File: config.mk
export PLATFORM = sky130hd
export DESIGN_NAME = lru_page_replacement_top
export DESIGN_NICKNAME = d
export VERILOG_FILES = /design/src/hw/rtl/lru_pr_pkg.sv /design/src/hw/rtl/lru_pr_front.sv /design/src/hw/rtl/lru_pr_back.sv /design/src/hw/rtl/lru_page_replacement_top.sv
export SDC_FILE = /design/constraint.sdc
export NUM_CORES = 1
export LEC_CHECK = 0
export ABC_AREA = 0
export ABC_CLOCK_PERIOD_IN_PS = 3700
export BUFFER_PORTS_ARGS = -buffer_cell sky130_fd_sc_hd__buf_4
export CAP_MARGIN = 20
export CELL_PAD_IN_SITES_DETAIL_PLACEMENT = 0
export CELL_PAD_IN_SITES_GLOBAL_PLACEMENT = 1
export CORE_MARGIN = 1.5
export CORE_UTILIZATION = 32
export CTS_BUF_LIST = sky130_fd_sc_hd__clkbuf_4 sky130_fd_sc_hd__clkbuf_8
export DETAILED_ROUTE_END_ITERATION = 6
export GPL_TIMING_DRIVEN = 0
export PLACE_DENSITY_LB_ADDON = 0.08
export SYNTH_ARGS = -nofsm -noshare
export SYNTH_HDL_FRONTEND = slang
export SYNTH_HIERARCHICAL = 1
export SYNTH_SLANG_ARGS = --single-unit
File: constraint.sdc
create_clock -name clk -period 3.7 [get_ports clk]
set_clock_uncertainty 0.1 [all_clocks]
set_input_delay 0.37 -clock clk [delete_from_list [all_inputs] [get_ports clk]]
set_output_delay 0.37 -clock clk [all_outputs]
set_load 0.05 [all_outputs]
File: src/hw/rtl/lru_pr_pkg.sv
// Shared types and constants for the LRU page replacement block.
// Used by lru_pr_front, lru_pr_back, lru_page_replacement_top and the testbench; no other dependencies.

package lru_pr_pkg;

    // Fixed widths of the register and the stream fields.
    localparam int CFG_W       = 4;
    localparam int PAGE_IN_W   = 16;
    localparam int FRAME_OUT_W = 3;
    localparam int TOTAL_W     = 32;
    localparam int OUT_DATA_W  = 72;

    // Frame count after reset.
    localparam logic [CFG_W-1:0] CFG_RESET = 4'd8;

    // Saturation value of every running counter.
    localparam logic [TOTAL_W-1:0] TOTAL_MAX = {TOTAL_W{1'b1}};

    // One result as it leaves the back end.
    typedef struct packed {
        logic [TOTAL_W-1:0]     total_hits;
        logic [TOTAL_W-1:0]     total_faults;
        logic [FRAME_OUT_W-1:0] frame_index;
        logic                   hit;
    } result_t;

    // Saturating increment of a running counter.
    function automatic logic [TOTAL_W-1:0] sat_inc(input logic [TOTAL_W-1:0] v);
        logic [TOTAL_W-1:0] r;
        r = (v == TOTAL_MAX) ? v : v + 1'b1;
        return r;
    endfunction

endpackage

File: src/hw/rtl/lru_pr_front.sv
// Front end of the LRU page replacement block: accepts page references,
// trims them to the page width and holds them in a two-entry queue.
// Depends on lru_pr_pkg.

module lru_pr_front #(
    parameter int PAGE_BITS = 16
) (
    input  logic                            clk,
    input  logic                            rst_n,
    input  logic                            in_valid,
    output logic                            in_ready,
    input  logic [lru_pr_pkg::PAGE_IN_W-1:0] in_page,
    output logic                            q_valid,
    output logic [PAGE_BITS-1:0]            q_page,
    input  logic                            q_pop
);

    import lru_pr_pkg::*;

    localparam int EXT_W = PAGE_IN_W + 32;

    logic [EXT_W-1:0]     page_ext;
    logic [PAGE_BITS-1:0] page_trim;
    logic [PAGE_BITS-1:0] entry_reg [2];
    logic                 wr_ptr_reg;
    logic                 rd_ptr_reg;
    logic [1:0]           count_reg;
    logic                 push;
    logic                 pop;

    // Only the low PAGE_BITS bits of a reference take part.
    assign page_ext  = {32'b0, in_page};
    assign page_trim = page_ext[PAGE_BITS-1:0];

    // Queue handshakes.
    assign in_ready = (count_reg != 2'd2);
    assign push     = in_valid && in_ready;
    assign q_valid  = (count_reg != 2'd0);
    assign pop      = q_pop && q_valid;
    assign q_page   = entry_reg[rd_ptr_reg];

    // Queue storage.
    always_ff @(posedge clk)
    begin
        if (push)
        begin
            entry_reg[wr_ptr_reg] <= page_trim;
        end
    end

    // Queue pointers and fill level.
    always_ff @(posedge clk or negedge rst_n)
    begin
        if (!rst_n)
        begin
            wr_ptr_reg <= 1'b0;
            rd_ptr_reg <= 1'b0;
            count_reg  <= 2'd0;
        end
        else
        begin
            if (push)
            begin
                wr_ptr_reg <= ~wr_ptr_reg;
            end
            if (pop)
            begin
                rd_ptr_reg <= ~rd_ptr_reg;
            end
            if (push && !pop)
            begin
                count_reg <= count_reg + 2'd1;
            end
            else if (pop && !push)
            begin
                count_reg <= count_reg - 2'd1;
            end
        end
    end

endmodule

File: src/hw/rtl/lru_pr_back.sv
// Back end of the LRU page replacement block: scans the frame table one
// frame per cycle, picks the hit, empty or oldest frame, updates the table
// and holds the result register. Depends on lru_pr_pkg.

module lru_pr_back #(
    parameter int FRAMES    = 8,
    parameter int PAGE_BITS = 16
) (
    input  logic                  clk,
    input  logic                  rst_n,
    input  logic [(FRAMES > 1 ? $clog2(FRAMES) : 1)-1:0] last_frame,
    input  logic                  q_valid,
    input  logic [PAGE_BITS-1:0]  q_page,
    output logic                  q_pop,
    output logic                  out_valid,
    input  logic                  out_ready,
    output lru_pr_pkg::result_t   out_result
);

    import lru_pr_pkg::*;

    localparam int FIDX_W = (FRAMES > 1) ? $clog2(FRAMES) : 1;

    typedef enum logic [1:0] {
        ST_IDLE,
        ST_SCAN,
        ST_DECIDE,
        ST_DONE
    } state_t;

    state_t              state_reg;
    logic [PAGE_BITS-1:0] page_reg;
    logic [FIDX_W-1:0]   scan_addr_reg;
    logic                issuing_reg;
    logic                pend_valid_reg;
    logic                pend_last_reg;
    logic [FIDX_W-1:0]   pend_idx_reg;
    logic                hit_found_reg;
    logic [FIDX_W-1:0]   hit_idx_reg;
    logic                empty_found_reg;
    logic [FIDX_W-1:0]   empty_idx_reg;
    logic [TOTAL_W-1:0]  best_stamp_reg;
    logic [FIDX_W-1:0]   best_idx_reg;
    logic [FRAMES-1:0]   valid_reg;
    logic [TOTAL_W-1:0]  use_count_reg;
    logic [TOTAL_W-1:0]  fault_count_reg;
    logic [TOTAL_W-1:0]  hit_count_reg;
    logic                res_hit_reg;
    logic [FIDX_W-1:0]   res_idx_reg;
    logic                out_valid_reg;
    result_t             out_result_reg;

    logic [PAGE_BITS-1:0] page_mem  [FRAMES];
    logic [TOTAL_W-1:0]   stamp_mem [FRAMES];
    logic [PAGE_BITS-1:0] page_rd_reg;
    logic [TOTAL_W-1:0]   stamp_rd_reg;

    logic                 pend_frame_valid;
    logic                 chosen_hit;
    logic [FIDX_W-1:0]    chosen_idx;
    logic [TOTAL_W-1:0]   use_count_next;
    logic [FIDX_W+2:0]    idx_ext;
    logic                 table_we;

    // Frame choice at the end of a scan.
    always_comb
    begin
        chosen_hit = hit_found_reg;
        priority if (hit_found_reg)
        begin
            chosen_idx = hit_idx_reg;
        end
        else if (empty_found_reg)
        begin
            chosen_idx = empty_idx_reg;
        end
        else
        begin
            chosen_idx = best_idx_reg;
        end
    end

    assign pend_frame_valid = valid_reg[pend_idx_reg];
    assign use_count_next   = sat_inc(use_count_reg);
    assign table_we         = (state_reg == ST_DECIDE);
    assign idx_ext          = {3'b000, res_idx_reg};
    assign q_pop            = (state_reg == ST_IDLE) && q_valid;
    assign out_valid        = out_valid_reg;
    assign out_result       = out_result_reg;

    // Frame table: one read address per cycle, one write at the decision.
    always_ff @(posedge clk)
    begin
        page_rd_reg  <= page_mem[scan_addr_reg];
        stamp_rd_reg <= stamp_mem[scan_addr_reg];
        if (table_we)
        begin
            stamp_mem[chosen_idx] <= use_count_next;
            if (!chosen_hit)
            begin
                page_mem[chosen_idx] <= page_reg;
            end
        end
    end

    // Sequencer, scan trackers, counters and result register.
    always_ff @(posedge clk or negedge rst_n)
    begin
        if (!rst_n)
        begin
            state_reg       <= ST_IDLE;
            page_reg        <= '0;
            scan_addr_reg   <= '0;
            issuing_reg     <= 1'b0;
            pend_valid_reg  <= 1'b0;
            pend_last_reg   <= 1'b0;
            pend_idx_reg    <= '0;
            hit_found_reg   <= 1'b0;
            hit_idx_reg     <= '0;
            empty_found_reg <= 1'b0;
            empty_idx_reg   <= '0;
            best_stamp_reg  <= '0;
            best_idx_reg    <= '0;
            valid_reg       <= '0;
            use_count_reg   <= '0;
            fault_count_reg <= '0;
            hit_count_reg   <= '0;
            res_hit_reg     <= 1'b0;
            res_idx_reg     <= '0;
            out_valid_reg   <= 1'b0;
            out_result_reg  <= '0;
        end
        else
        begin
            // The receiver takes the waiting result; in ST_DONE the load
            // below decides the valid flag instead.
            if (out_valid_reg && out_ready && (state_reg != ST_DONE))
            begin
                out_valid_reg <= 1'b0;
            end

            unique case (state_reg)
                ST_IDLE:
                begin
                    if (q_valid)
                    begin
                        page_reg        <= q_page;
                        scan_addr_reg   <= '0;
                        issuing_reg     <= 1'b1;
                        pend_valid_reg  <= 1'b0;
                        pend_last_reg   <= 1'b0;
                        hit_found_reg   <= 1'b0;
                        empty_found_reg <= 1'b0;
                        state_reg       <= ST_SCAN;
                    end
                end

                ST_SCAN:
                begin
                    // Issue the next frame read.
                    pend_valid_reg <= issuing_reg;
                    pend_idx_reg   <= scan_addr_reg;
                    pend_last_reg  <= issuing_reg && (scan_addr_reg == last_frame);
                    if (issuing_reg)
                    begin
                        if (scan_addr_reg == last_frame)
                        begin
                            issuing_reg <= 1'b0;
                        end
                        else
                        begin
                            scan_addr_reg <= scan_addr_reg + 1'b1;
                        end
                    end

                    // Examine the frame read in the previous cycle.
                    if (pend_valid_reg)
                    begin
                        if (!hit_found_reg && pend_frame_valid && (page_rd_reg == page_reg))
                        begin
                            hit_found_reg <= 1'b1;
                            hit_idx_reg   <= pend_idx_reg;
                        end
                        if (!empty_found_reg && !pend_frame_valid)
                        begin
                            empty_found_reg <= 1'b1;
                            empty_idx_reg   <= pend_idx_reg;
                        end
                        if ((pend_idx_reg == '0) || (stamp_rd_reg < best_stamp_reg))
                        begin
                            best_stamp_reg <= stamp_rd_reg;
                            best_idx_reg   <= pend_idx_reg;
                        end
                        if (pend_last_reg)
                        begin
                            state_reg <= ST_DECIDE;
                        end
                    end
                end

                ST_DECIDE:
                begin
                    use_count_reg          <= use_count_next;
                    valid_reg[chosen_idx]  <= 1'b1;
                    res_hit_reg            <= chosen_hit;
                    res_idx_reg            <= chosen_idx;
                    if (chosen_hit)
                    begin
                        hit_count_reg <= sat_inc(hit_count_reg);
                    end
                    else
                    begin
                        fault_count_reg <= sat_inc(fault_count_reg);
                    end
                    state_reg <= ST_DONE;
                end

                ST_DONE:
                begin
                    if (!out_valid_reg || out_ready)
                    begin
                        out_valid_reg               <= 1'b1;
                        out_result_reg.hit          <= res_hit_reg;
                        out_result_reg.frame_index  <= idx_ext[FRAME_OUT_W-1:0];
                        out_result_reg.total_faults <= fault_count_reg;
                        out_result_reg.total_hits   <= hit_count_reg;
                        state_reg                   <= ST_IDLE;
                    end
                end

                default:
                begin
                    state_reg <= ST_IDLE;
                end
            endcase
        end
    end

endmodule

File: src/hw/rtl/lru_page_replacement_top.sv
// Top level of the LRU page replacement block: frame count register,
// front end with its request queue, and the table scanning back end.
// Depends on lru_pr_pkg, lru_pr_front and lru_pr_back.
//
// Usage:
//   s_axis carries one page reference per request (tdata = page_number).
//   m_axis returns one result per reference: hit flag, frame used and the
//   saturating fault and hit totals.
//   cfg_wr_en / cfg_wr_data write the number of frames in use (1..8; zero
//   acts as one, values above FRAMES act as FRAMES). Write it only while no
//   reference is in flight.
// Timing:
//   The back end reads one frame of the table per cycle through a single
//   read port. A reference passes through the input queue, the pipelined
//   scan over the N frames in use, a decide step and the load of the output
//   register. The back end works on one reference at a time; the queue
//   takes further references meanwhile.
// Reset and stalls:
//   Reset empties every frame, clears all counters and sets the frame count
//   to 8. A two-entry queue takes requests while the back end works; when
//   the receiver stalls the result waits in the output register, the back
//   end holds its next result, and the queue fills before s_axis_tready
//   drops.

module lru_page_replacement_top #(
    parameter int FRAMES    = 8,
    parameter int PAGE_BITS = 16
) (
    input  logic                             clk,
    input  logic                             rst_n,
    // Configuration: frames_in_use.
    input  logic                             cfg_wr_en,
    input  logic [lru_pr_pkg::CFG_W-1:0]     cfg_wr_data,
    // Page references.
    input  logic                             s_axis_tvalid,
    output logic                             s_axis_tready,
    input  logic [lru_pr_pkg::PAGE_IN_W-1:0] s_axis_tdata,   // [15:0] page_number
    // Results.
    output logic                             m_axis_tvalid,
    input  logic                             m_axis_tready,
    // [0] hit, [3:1] frame_index, [35:4] total_faults, [67:36] total_hits,
    // [71:68] zero
    output logic [lru_pr_pkg::OUT_DATA_W-1:0] m_axis_tdata
);

    import lru_pr_pkg::*;

    localparam int FIDX_W = (FRAMES > 1) ? $clog2(FRAMES) : 1;
    localparam logic [7:0] FRAMES8 = 8'(FRAMES);

    logic [CFG_W-1:0]     frames_in_use_reg;
    logic [7:0]           cfg_ext;
    logic [7:0]           count8;
    logic [7:0]           last8;
    logic [FIDX_W-1:0]    last_frame;
    logic                 q_valid;
    logic [PAGE_BITS-1:0] q_page;
    logic                 q_pop;
    result_t              result;

    // Frame count register.
    always_ff @(posedge clk or negedge rst_n)
    begin
        if (!rst_n)
        begin
            frames_in_use_reg <= CFG_RESET;
        end
        else if (cfg_wr_en)
        begin
            frames_in_use_reg <= cfg_wr_data;
        end
    end

    // Clamp the frame count and form the last frame index of a scan.
    always_comb
    begin
        cfg_ext = {4'b0000, frames_in_use_reg};
        priority if (cfg_ext == 8'd0)
        begin
            count8 = 8'd1;
        end
        else if (cfg_ext > FRAMES8)
        begin
            count8 = FRAMES8;
        end
        else
        begin
            count8 = cfg_ext;
        end
        last8 = count8 - 8'd1;
    end

    assign last_frame = last8[FIDX_W-1:0];

    lru_pr_front #(
        .PAGE_BITS (PAGE_BITS)
    ) u_front (
        .clk      (clk),
        .rst_n    (rst_n),
        .in_valid (s_axis_tvalid),
        .in_ready (s_axis_tready),
        .in_page  (s_axis_tdata),
        .q_valid  (q_valid),
        .q_page   (q_page),
        .q_pop    (q_pop)
    );

    lru_pr_back #(
        .FRAMES    (FRAMES),
        .PAGE_BITS (PAGE_BITS)
    ) u_back (
        .clk        (clk),
        .rst_n      (rst_n),
        .last_frame (last_frame),
        .q_valid    (q_valid),
        .q_page     (q_page),
        .q_pop      (q_pop),
        .out_valid  (m_axis_tvalid),
        .out_ready  (m_axis_tready),
        .out_result (result)
    );

    // Pack the result fields, highest field first, hit flag in bit 0.
    assign m_axis_tdata = {4'b0000, result.total_hits, result.total_faults,
                           result.frame_index, result.hit};

endmodule

==> flow_summary.rst, run 1 <==
.. list-table::
   :header-rows: 1

   * - Metric
     - Value
   * - Worst-skew pair later-pin latency
     - 780 ps
   * - Routed Antenna Nets
     - 0
   * - Number of synthesized flops with an enable pin
     - 416
   * - Clock transition at the registers of the reported paths
     - 60 ps
   * - Biggest area contributors in the synthesized netlist
     - sky130_fd_sc_hd__edfxtp_1, sky130_fd_sc_hd__dfrtp_1, sky130_fd_sc_hd__mux4_2, sky130_fd_sc_hd__mux2_2, sky130_fd_sc_hd__dfxtp_1
   * - Clock root buffer master
     - sky130_fd_sc_hd__clkbuf_8
   * - I/O pin count
     - 99
   * - Largest net degree at the start of global routing
     - 113
   * - Number of DRC violations after detailed-routing iteration 0
     - 732
   * - H-tree depth reported by CTS
     - 4
   * - Area of the core region
     - 0.08892 mm2
   * - Total Nets Final
     - 2091
   * - # rows
     - 109
   * - Routed wire length
     - 66910 um
   * - Leakage power figure
     - 13.39 nW
   * - Wire length of the first global-routing pass
     - 102700 um
   * - Total standard cell area after synthesis
     - 0.02886 mm2
   * - Peak fanout along the critical path
     - 10
   * - Cell family with most CP delay
     - buffers and inverters
   * - Number of vias per cell after detailed routing
     - 4.680
   * - Input/output buffers
     - 94
   * - Most common library cells after synthesis
     - sky130_fd_sc_hd__edfxtp_1, sky130_fd_sc_hd__dfrtp_1, sky130_fd_sc_hd__mux2_2, sky130_fd_sc_hd__mux4_2, sky130_fd_sc_hd__xnor2_1
   * - Tot GR Track Use
     - 15.01%
   * - Fraction of the cycle the final worst path needs
     - 94.97%
   * - Min Tclk post-route
     - 3514 ps
   * - Die Area
     - 0.09201 mm2
   * - Data required time of the critical path
     - 4240 ps
   * - Last weighted congestion value of the routability-driven placer
     - 0.7117
   * - Count of different cell masters after synthesis
     - 67
   * - Number of antenna violations at the first check in global routing
     - 1
   * - Number of cells produced by synthesis
     - 1730
   * - CP endpoint
     - u_back/stamp_rd_reg[30]
   * - Max-capacitance violation count
     - 0
   * - Number of CTS-inserted buffers
     - 134
   * - CP dominant cell by count
     - sky130_fd_sc_hd__clkbuf_1
   * - Arr. time, crit path
     - 4050 ps
   * - Effective utilization at floorplan
     - 32.46%
   * - Library cell contributing the largest single delay on the critical path
     - sky130_fd_sc_hd__clkbuf_1
   * - R2r startpoint
     - u_back/scan_addr_reg[1]
   * - Slew at the pin with the worst max-slew slack
     - 1083 ps
   * - Worst Setup Path Type
     - flop to flop
   * - Endpoints failing hold
     - 0
   * - Worst-case clock buffer depth
     - 3
   * - Worst slew margin relative to its limit
     - 27.82%
   * - Max-slew violation count
     - 0
   * - Minimum setup slack among reg-to-reg paths
     - 190 ps
   * - Global-route congestion overflow total
     - 0
   * - Number of cells on the critical path
     - 5
   * - Per-cell routed wire length
     - 20.28 um
   * - Capturing point of the worst reg2reg path
     - u_back/stamp_rd_reg[30]
   * - Type of the most critical hold path
     - input port to flop
   * - Post-route non-filler standard cell count
     - 3300
   * - Share of async-settable or async-resettable flops after synthesis
     - 35.47%
   * - Post-layout total power
     - 25.74 mW
   * - Worst stage delay on the critical path
     - 760 ps
   * - Vias in the first global route
     - 16440
   * - Final setup TNS
     - 0 ps
   * - Area growth syn-to-layout
     - 20.49%
   * - Pwr per Cell Area
     - 740.2 mW/mm2
   * - Achievable Freq
     - 284.6 MHz
   * - Clock Sink Count
     - 719
   * - Buffers plus inverters on the worst setup path
     - 3
   * - Post-place instance area
     - 0.03158 mm2
   * - Final setup fails
     - 0
   * - Top FF cell, synth
     - sky130_fd_sc_hd__edfxtp_1
   * - Final cell area excluding filler cells
     - 0.03478 mm2
   * - Share of post-route cells with drive strength above 1
     - 33.33%
   * - DRC viols
     - 0
   * - Crit path capture type
     - flop
   * - Cell depth of the worst flop-to-flop path
     - 5
   * - Worst slack at placement
     - -74.87 ps
   * - CTS tree
     - done
   * - Status
     - finished, final reports clean
   * - Cell Count Post-Placement
     - 3021
   * - Cell with the most instances after synthesis
     - sky130_fd_sc_hd__edfxtp_1
   * - Number of warnings issued by yosys
     - 6
   * - Syn_area_per_cell
     - 16.68 um2
   * - Share of the synthesized area in the top cell type
     - 43.28%
   * - Kind of launch point of the worst setup path
     - flop
   * - Max reg flops
     - 256
   * - Post-route worst setup slack
     - 186.1 ps
   * - Top cell type by total area after synthesis
     - sky130_fd_sc_hd__edfxtp_1
   * - DP HPWL
     - 43050 um
   * - Beginning of the critical path
     - u_back/scan_addr_reg[1]
   * - Worst IR drop on VDD
     - 0.3513 mV
   * - Sequential element share of the synthesized area
     - 68.72%
   * - Horiz. Die Dim
     - 303.3 um
   * - RSZ-0062 raised after global routing
     - false
   * - Floorplan die height
     - 303.3 um
   * - Cells traversed along the worst timing path
     - clkbuf_1 > clkbuf_1 > buf_1 > mux4_2 > mux2_2
   * - Synthesis-stage register bit count
     - 719
   * - Number of vias in the routed layout
     - 15440
   * - First drt pass iteration count
     - 5
==> power by group <==
part	switching (mW)	total [mW]	internal [mW]
Combinational	3.58	6.73	3.15
Sequential	0.820	11.1	10.3
Clock	3.37	7.94	4.57
==> kinds of logic after synthesis <==
logic type | count (synthesis) | share of synthesized area [%]
compound gates | 68 | 1.626
xor+xnor | 148 | 4.491
fa+ha+maj | 41 | 1.777
buf+inv | 114 | 1.769
flops | 719 | 68.72
mux | 299 | 15.62
other cells | 1 | 0.01299
simple gates | 340 | 5.982
==> worst reg2reg max path: stages (launching register included) <==
cell and delay, ps:
sky130_fd_sc_hd__dfrtp_1 350, sky130_fd_sc_hd__clkbuf_1 760, sky130_fd_sc_hd__clkbuf_1 770, sky130_fd_sc_hd__buf_1 680, sky130_fd_sc_hd__mux4_2 420, sky130_fd_sc_hd__mux2_2 310
==> worst min path at each step <==
stage	from	depth (start not counted)	endpoint	slack [ps]
5_1_grt	s_axis_tdata[3]	2	u_front/entry_reg[0][3]	170
3_5_place_dp	rst_n	1	u_back/best_stamp_reg[14]	240
6_report	s_axis_tdata[6]	2	u_front/entry_reg[1][6]	240
4_1_cts	s_axis_tdata[4]	2	u_front/entry_reg[0][4]	150
3_3_place_gp	u_back/valid_reg[4]	1	u_back/valid_reg[4]	350
2_1_floorplan	rst_n	0	frames_in_use_reg[0]	-30
==> placed cells by master, fill, tap and decap left out, drive strengths merged, types with 5 or more instances in the layout <==
master       netlist  layout
edfxtp           416     416
dfrtp            254     254
clkbuf            36     240
mux2             195     195
buf               29     157
mux4              99      99
xnor2             92      92
nand2             83      83
nor2              68      68
inv               49      60
xor2              56      56
dfxtp             48      48
nand3             43      43
ha                41      41
nand4             38      38
dlygate4sd3        0      28
and3              26      26
clkinv             0      23
o21ai             22      22
nor3              22      22
a21oi             18      18
nand2b            13      13
or2               12      12
nor4               9       9
and4               7       7
and2               6       6
mux2i              5       5
nor2b              5       5
a31oi              5       5
==> routing by layer <==
layer	share of wire (%)	vias to the layer above	global-route usage (%)
li1	-	7107	-
met5	0	-	0
met4	1.8	0	4.526
met3	4.2	99	3.598
met2	49	278	24.64
met1	45	7960	19.71
==> repair_timing <==
item                                    4_1_cts  5_1_grt
resized for setup                             1        0
endpoints found under the setup margin       10       40
hold buffers                                 29        0
hold endpoints to repair                    184        0
setup buffers                                 0        3
cloned                                        0        0
pin swaps                                     0        3
==> final cells by class <==
class	count	area, um2
antenna	2	5.005
buffer	65	327.8
clock buffer	204	2470
clock inverter	40	340.3
fill	8394	54140
inverter	49	183.9
multi-input combinational	900	8630
sequential	719	19840
tap	1165	1458
timing repair buffer	156	1529
==> through the flow <==
step	util (%)	hold slack [ps]
after CTS	39.02	145.4
after global placement	34.91	352.0
final	39.11	237.1
after detailed placement	35.51	239.0
after global routing	39.11	173.7
after floorplan	-	-25.59
Power figures use the tool's default switching activity.
==> run 2: changes to the inputs <==
Settings changed: SKIP_LAST_GASP from default to 1, SYNTH_HIERARCHICAL 1 to default.
==> run 2 against run 1 <==
Effect of this change: worst setup slack better by 67 ps; sequential power hardly changed; combinational power is 3.7% lower; first-iteration DRC count is 3.3% lower; sequential share of layout area is 0.55 points higher; total power is 2.6% lower; register-to-register slack better by 70 ps; final area is 0.95% lower; critical path type unchanged.
==> flow_summary.rst, run 2 <==
.. list-table::
   :header-rows: 1

   * - Metric
     - Value
   * - Worst slew margin relative to its limit
     - 35.08% (+7.3 points)
   * - Top cell type by total area after synthesis
     - sky130_fd_sc_hd__edfxtp_1
   * - Last weighted congestion value of the routability-driven placer
     - 0.7440 (+4.5%)
   * - Syn_area_per_cell
     - 16.55 um2 (-0.82%)
   * - Input/output buffers
     - 94 (unchanged)
   * - Number of cells produced by synthesis
     - 1738 (+0.46%)
   * - Share of post-route cells with drive strength above 1
     - 31.39% (-1.9 points)
   * - Max-capacitance violation count
     - 0 (unchanged)
   * - Number of gates resized after cts
     - 0 (-1)
   * - Biggest area contributors in the synthesized netlist
     - sky130_fd_sc_hd__edfxtp_1, sky130_fd_sc_hd__dfrtp_1, sky130_fd_sc_hd__mux4_2, sky130_fd_sc_hd__mux2_2, sky130_fd_sc_hd__dfxtp_1
   * - Kind of launch point of the worst setup path
     - flop
   * - Worst slack at placement
     - 141.9 ps (+216.8 ps)
   * - Cells traversed along the worst timing path
     - clkbuf_1 > clkbuf_1 > buf_1 > mux4_2 > mux2_2
   * - Clock transition at the registers of the reported paths
     - 60 ps (about the same)
   * - Min Tclk post-route
     - 3446 ps (-67.43 ps)
   * - Worst stage delay on the critical path
     - 770 ps (about the same)
   * - Data required time of the critical path
     - 4260 ps (+20 ps)
   * - Die Area
     - 0.09168 mm2 (-0.36%)
   * - Total Nets Final
     - 2091 (unchanged)
   * - Number of vias in the routed layout
     - 15280 (-1.1%)
   * - Area taken by flip-flops and latches
     - 0.01984 mm2 (unchanged)
   * - Number of synthesized flops with an enable pin
     - 416 (unchanged)
   * - Peak fanout along the critical path
     - 10 (unchanged)
   * - Worst-case clock buffer depth
     - 3 (unchanged)
   * - Vias in the first global route
     - 16460 (+0.12%)
   * - Worst-skew pair later-pin latency
     - 780 ps (about the same)
   * - Number of antenna violations at the first check in global routing
     - 1 (unchanged)
   * - Wire length of the first global-routing pass
     - 100400 um (-2.2%)
   * - Fraction of the cycle the final worst path needs
     - 93.15% (-1.8 points)
   * - Slew at the pin with the worst max-slew slack
     - 973.8 ps (-108.8 ps)
   * - Endpoints failing hold
     - 0 (unchanged)
   * - Post-route worst setup slack
     - 253.6 ps (+67.43 ps)
   * - Post-Route Utilization
     - 38.86% (-0.25 points)
   * - CP dominant cell by count
     - sky130_fd_sc_hd__clkbuf_1
   * - # rows
     - 109 (unchanged)
   * - Type of the most critical hold path
     - input port to flop
   * - DRC viols
     - 0 (unchanged)
   * - Max-slew violation count
     - 0 (unchanged)
   * - Number of vias per cell after detailed routing
     - 4.638 (-0.91%)
   * - GR Util met2
     - 23.99% (-0.66 points)
   * - Sequential element share of the synthesized area
     - 68.97% (+0.25 points)
   * - Leading cell type in the layout, fill and taps excluded
     - sky130_fd_sc_hd__edfxtp_1
   * - Number of warnings issued by yosys
     - 0 (-6)
   * - Worst IR drop on VDD
     - 0.2704 mV (-23%)
   * - Routed wire length
     - 65280 um (-2.4%)
   * - Tot GR Track Use
     - 14.73% (-0.29 points)
   * - Area of the core region
     - 0.08865 mm2 (-0.31%)
   * - Routed Antenna Nets
     - 0 (unchanged)
   * - Pwr per Cell Area
     - 727.8 mW/mm2 (-1.7%)
   * - Status
     - finished, final reports clean
   * - Share of async-settable or async-resettable flops after synthesis
     - 35.47% (unchanged)
   * - Area growth syn-to-layout
     - 19.78%
   * - RSZ-0062 raised after global routing
     - false
   * - Achievable Freq
     - 290.2 MHz (+2.0%)
   * - Global-route met1 utilization
     - 19.27% (-0.44 points)
   * - Total of hold buffers inserted after clock tree synthesis
     - 29 (unchanged)
   * - Horiz. Die Dim
     - 302.8 um (-0.18%)
   * - Total standard cell area after synthesis
     - 0.02876 mm2 (-0.36%)
   * - Post-CTS setup repair buffer count
     - 0 (unchanged)
   * - Most common library cells after synthesis
     - sky130_fd_sc_hd__edfxtp_1, sky130_fd_sc_hd__dfrtp_1, sky130_fd_sc_hd__mux2_2, sky130_fd_sc_hd__nand2_1, sky130_fd_sc_hd__mux4_2
   * - Arr. time, crit path
     - 4010 ps (-40 ps)
   * - Grt met3 use
     - 3.566% (-0.032 points)
   * - Peak-usage layer in the global routing report
     - met2
   * - Share of the synthesized area in the top cell type
     - 43.44% (+0.16 points)
   * - First drt pass iteration count
     - 4 (-1)
   * - Most used cells in the layout excluding fill and tap cells
     - sky130_fd_sc_hd__edfxtp_1, sky130_fd_sc_hd__dfrtp_1, sky130_fd_sc_hd__clkbuf_8
   * - Cell with the most instances after synthesis
     - sky130_fd_sc_hd__edfxtp_1
   * - Count of different cell masters after synthesis
     - 64 (-4.5%)
   * - Crit path capture type
     - flop
   * - I/O pin count
     - 99 (unchanged)
   * - Effective utilization at floorplan
     - 32.44% (about the same)
   * - Global-route congestion overflow total
     - 0 (unchanged)
   * - Max reg flops
     - 256 (unchanged)
   * - Number of CTS-inserted buffers
     - 131 (-2.2%)
   * - CTS tree
     - done
   * - DP HPWL
     - 41810 um (-2.9%)
   * - Leakage power figure
     - 13.50 nW (+0.76%)
   * - Floorplan die height
     - 302.8 um (-0.18%)
   * - Clock root buffer master
     - sky130_fd_sc_hd__clkbuf_8
   * - Synthesis-stage register bit count
     - 719 (unchanged)
   * - Number of DRC violations after detailed-routing iteration 0
     - 708 (-3.3%)
   * - Largest net degree at the start of global routing
     - 112 (-0.88%)
   * - Final setup fails
     - 0 (unchanged)
   * - Worst Setup Path Type
     - flop to flop
   * - Footprint of the multi-input gates
     - 0.008573 mm2 (-0.65%)
   * - H-tree depth reported by CTS
     - 4 (unchanged)
   * - Library cell contributing the largest single delay on the critical path
     - sky130_fd_sc_hd__buf_1
   * - Clock Sink Count
     - 719 (unchanged)
   * - Per-cell routed wire length
     - 19.82 um (-2.3%)
   * - Final-layout fill cell count
     - 8325 (-0.82%)
   * - Top FF cell, synth
     - sky130_fd_sc_hd__edfxtp_1
-- run 2: changes by cell type in the layout (fill, tap and decap cells not counted), moves of 6 or more --
| cell | previous run | this run |
|---|---|---|
| sky130_fd_sc_hd__inv_1 | 49 | 42 |
| sky130_fd_sc_hd__nand3_1 | 43 | 51 |
| sky130_fd_sc_hd__nand2_1 | 82 | 115 |
| sky130_fd_sc_hd__mux2_2 | 185 | 133 |
| sky130_fd_sc_hd__mux2_4 | 9 | 27 |
| sky130_fd_sc_hd__nor2_1 | 59 | 52 |
| sky130_fd_sc_hd__o21ai_0 | 20 | 37 |
| sky130_fd_sc_hd__nand2b_1 | 13 | 7 |
| sky130_fd_sc_hd__mux2i_1 | 5 | 23 |
-- run 2: area by class of cell --
class                           count  area share, %
Sequential cell                   719          57.58
Multi-Input combinational cell    915          24.89
Clock buffer                      202          7.054
Tap cell                         1165          4.231
Timing Repair Buffer              150          4.181
Buffer                             65         0.8935
Clock inverter                     35         0.7083
Inverter                           42         0.4576
Antenna cell                        1       0.007264
-- run 2: metal layers --
layer / up-vias / share of wire, %
met3: 117 / 4.3
li1: 7088 / -
met1: 7811 / 45
met2: 260 / 48
met5: - / 0
met4: 0 / 2.1
-- run 2: report_power, final --
part | switching (mW) | internal, mW | leakage, nW | total (mW)
clock | 3.27 | 4.33 | 1.43 | 7.60
sequential | 0.814 | 10.2 | 7.66 | 11.0
combinational | 3.52 | 2.96 | 4.41 | 6.48
total | 7.61 | 17.5 | 13.5 | 25.1
-- run 2: logic make-up (layout without fill, tap and decap cells) --
| kind of cell | count (synthesis) | in the layout | synth area share (%) |
|---|---|---|---|
| XOR/XNOR | 148 | 148 | 4.507 |
| multiplexers | 282 | 282 | 15.17 |
| adder cells (fa/ha/maj) | 42 | 42 | 1.827 |
| other | 1 | 5 | 0.01304 |
| flip-flops | 719 | 719 | 68.97 |
| AO/OA/AOI/OAI | 82 | 82 | 1.766 |
| buffers and inverters | 107 | 494 | 1.618 |
| AND/OR/NAND/NOR | 357 | 357 | 6.130 |
-- run 2: worst paths after layout --
kind / startpoint / to / slack (ps) / cells past startpoint
max: u_back.scan_addr_reg[1] / u_back.stamp_rd_reg[28] / 250 / 5
min: s_axis_tdata[10] / u_front.entry_reg[1][10] / 220 / 2
max reg2reg: u_back.scan_addr_reg[1] / u_back.stamp_rd_reg[28] / 250 / 5
min reg2reg: u_back.valid_reg[7] / u_back.valid_reg[7] / 360 / 1
max in group asynchronous: rst_n / u_back.best_stamp_reg[11] / 1790 / 5
min in group asynchronous: rst_n / frames_in_use_reg[3] / 600 / 3
-- run 2: worst max-delay path: cells and delay by family, from the launching register on --
kind | cells | cell delay (ps)
flops | 1 | 340
buf+inv | 3 | 2150
mux | 2 | 730
-- run 2: per-stage QoR --
step | setup TNS [ps] | power [mW] | hold slack, ps | area (um2) | std cells
2_1_floorplan | 0 | 15.46 | -25.59 | 28770 | 1741
3_3_place_gp | -680730 | 17.56 | 354.1 | 30930 | 3000
3_5_place_dp | 0 | 17.80 | 201.2 | 31460 | 3027
4_1_cts | 0 | 25.65 | 136.8 | 34450 | 3293
5_1_grt | 0 | 26.65 | 162.7 | 34450 | 3294
6_report | 0 | 25.07 | 224.6 | 34450 | 3294
==> run 3: changes to the inputs <==
Settings changed: ABC_CLOCK_PERIOD_IN_PS 3700 to 3300.
Clock period 3.7 ns to 3.3 ns, I/O delays scaled along.
==> run 3 against run 2 <==
Effect of this change: total power is 12% higher; flip-flop and latch count stayed put; first-iteration DRC count is 0.14% lower; die area stayed put; routed wire length is 0.17% higher; fmax is 9.7% higher; count of clock-buffer cells in the layout stayed put; critical path depth is 4 higher; largest power group unchanged.
==> flow_summary.rst, run 3 (synthesis gave the netlist of run 2 again) <==
.. list-table::
   :header-rows: 1

   * - Metric
     - Value
   * - Status
     - finished, final reports clean
   * - Source of the worst hold timing path
     - s_axis_tdata[10]
   * - Post-place instance area
     - 0.03146 mm2 (unchanged)
   * - Leakage power figure
     - 13.54 nW (+0.36%)
   * - Endpoints failing hold
     - 0 (unchanged)
   * - # rows
     - 109 (unchanged)
   * - Post-Route Utilization
     - 38.97% (+0.11 points)
   * - Data required time of the critical path
     - 3650 ps (-610 ps)
   * - Largest net degree at the start of global routing
     - 112 (unchanged)
   * - Wire length of the first global-routing pass
     - 100500 um (about the same)
   * - Worst-skew pair later-pin latency
     - 770 ps (about the same)
   * - Horiz. Die Dim
     - 302.8 um (unchanged)
   * - Minimum setup slack among reg-to-reg paths
     - 160 ps (-90 ps)
   * - Worst-case clock buffer depth
     - 3 (unchanged)
   * - CTS tree
     - done
   * - Per-cell routed wire length
     - 19.81 um (about the same)
   * - First drt pass iteration count
     - 4 (unchanged)
   * - Final cell area excluding filler cells
     - 0.03455 mm2 (+0.29%)
   * - Worst slew margin relative to its limit
     - 33.14% (-1.9 points)
   * - Pwr per Cell Area
     - 814.8 mW/mm2 (+12%)
   * - Min Tclk post-route
     - 3141 ps (-305.3 ps)
   * - Crit path capture type
     - flop
   * - Routed Antenna Nets
     - 0 (unchanged)
   * - Number of antenna violations at the first check in global routing
     - 1 (unchanged)
   * - Effective utilization at floorplan
     - 32.44% (unchanged)
   * - Vias in the first global route
     - 16470 (+0.036%)
   * - Number of CTS-inserted buffers
     - 131 (unchanged)
   * - Leading cell type in the layout, fill and taps excluded
     - sky130_fd_sc_hd__edfxtp_1
   * - Number of stages on the worst hold path
     - 2 (unchanged)
   * - H-tree depth reported by CTS
     - 4 (unchanged)
   * - Clock root buffer master
     - sky130_fd_sc_hd__clkbuf_8
   * - Type of the most critical hold path
     - input port to flop
   * - Last weighted congestion value of the routability-driven placer
     - 0.7440 (unchanged)
   * - Slew at the pin with the worst max-slew slack
     - 1003 ps (+29.10 ps)
   * - Peak fanout along the critical path
     - 10 (unchanged)
   * - DP HPWL
     - 41810 um (unchanged)
   * - Area of the core region
     - 0.08865 mm2 (unchanged)
   * - Arr. time, crit path
     - 3490 ps (-520 ps)
   * - Fraction of the cycle the final worst path needs
     - 95.19% (+2.0 points)
   * - Capturing point of the worst reg2reg path
     - u_back.stamp_mem[4][31]
   * - Max-slew violation count
     - 0 (unchanged)
   * - Clock Sink Count
     - 719 (unchanged)
   * - Worst IR drop on VDD
     - 0.3037 mV (+12%)
   * - Global-route congestion overflow total
     - 0 (unchanged)
   * - Number of vias in the routed layout
     - 15310 (+0.22%)
   * - Input/output buffers
     - 94 (unchanged)
   * - Max reg flops
     - 256 (unchanged)
   * - Hold Worst Slack
     - 191.2 ps (-33.41 ps)
   * - Clock transition at the registers of the reported paths
     - 60 ps (about the same)
   * - Destination of the worst hold path
     - u_front.entry_reg[1][10]
   * - Total Nets Final
     - 2098 (+0.33%)
   * - Number of DRC violations after detailed-routing iteration 0
     - 707 (-0.14%)
   * - I/O pin count
     - 99 (unchanged)
   * - Area growth syn-to-layout
     - 20.12%
   * - Kind of launch point of the worst setup path
     - flop
   * - R2r startpoint
     - u_back.use_count_reg[0]
   * - Routed wire length
     - 65400 um (+0.17%)
   * - Final setup fails
     - 0 (unchanged)
   * - Cell depth of the worst flop-to-flop path
     - 9 (+4)
   * - Achievable Freq
     - 318.4 MHz (+9.7%)
   * - Max-capacitance violation count
     - 0 (unchanged)
   * - Number of vias per cell after detailed routing
     - 4.638 (about the same)
   * - RSZ-0062 raised after global routing
     - true
   * - Tot GR Track Use
     - 14.73% (about the same)
   * - Die Area
     - 0.09168 mm2 (unchanged)
   * - Floorplan die height
     - 302.8 um (unchanged)
   * - Worst Setup Path Type
     - flop to flop
   * - Share of post-route cells with drive strength above 1
     - 31.90% (+0.51 points)
   * - Most used cells in the layout excluding fill and tap cells
     - sky130_fd_sc_hd__edfxtp_1, sky130_fd_sc_hd__dfrtp_1, sky130_fd_sc_hd__clkbuf_8
   * - DRC viols
     - 0 (unchanged)
[run 3: cell types whose count changed in the layout (fill, tap and decap cells not counted), moves of 2 or more]
cell,before,now
sky130_fd_sc_hd__xor2_1,56,54
sky130_fd_sc_hd__xor2_2,0,2
sky130_fd_sc_hd__clkbuf_2,0,2
sky130_fd_sc_hd__buf_4,101,107
[run 3: stage by stage]
stage	std cells	power (mW)	TNS, ps	setup WS [ps]
after floorplan	1741	17.34	0	255.3
after global placement	3000	19.62	-936080	-2441
after detailed placement	3027	19.96	-9013	-258.1
after CTS	3293	28.78	-10.27	-10.27
after global routing	3301	29.93	-309.0	-35.33
final	3301	28.15	0	158.8
[run 3: worst max path at each step]
stage / start / to / slack [ps]
after floorplan: u_back.empty_found_reg / u_back.stamp_mem[5][0] / 260
after global placement: u_back.chosen_hit / u_back.valid_reg[7] / -2440
after detailed placement: u_back.scan_addr_reg[1] / u_back.stamp_rd_reg[28] / -260
after CTS: u_back.scan_addr_reg[1] / u_back.stamp_rd_reg[28] / -10
after global routing: u_back.use_count_reg[0] / u_back.stamp_mem[3][28] / -40
final: u_back.use_count_reg[0] / u_back.stamp_mem[4][31] / 160
[run 3: timing repair]
item / CTS / global route
endpoints found under the hold margin: 196 / 0
hold buffers: 29 / 0
gates resized for setup: 4 / 4
pin swaps: 1 / 4
setup endpoints to repair: 69 / 95
setup buffers: 0 / 7
[run 3: layout make-up]
class	count	area (um2)
fill	8325	54100
tap	1165	1458
clock buffer	202	2430
antenna	1	2.502
timing repair buffer	157	1505
inverter	42	157.7
buffer	65	310.3
sequential	719	19840
multi-input combinational	915	8605
clock inverter	35	244.0
[run 3: power by group]
group	internal, mW	switching, mW	leakage [nW]
Clock	4.85	3.66	1.43
Sequential	11.4	0.913	7.66
Combinational	3.34	3.97	4.45
[run 3: worst max-delay path, cell delays in order, from the launching register on]
cell                      delay, ps
sky130_fd_sc_hd__dfrtp_1        430
sky130_fd_sc_hd__ha_1           250
sky130_fd_sc_hd__and3_1         230
sky130_fd_sc_hd__nand3_1        210
sky130_fd_sc_hd__nor4_2         120
sky130_fd_sc_hd__and2_4         170
sky130_fd_sc_hd__buf_4          190
sky130_fd_sc_hd__nor2_2         330
sky130_fd_sc_hd__nand2_1        120
sky130_fd_sc_hd__xnor2_1        670
[run 3: layer usage]
metal  track usage (%)  vias up  wire, um
met5                 0        -         0
met4             4.940        0      1382
met3             3.566      115      2610
met2             23.99      260     31710
met1             19.28     7831     29690
li1                  -     7104         -
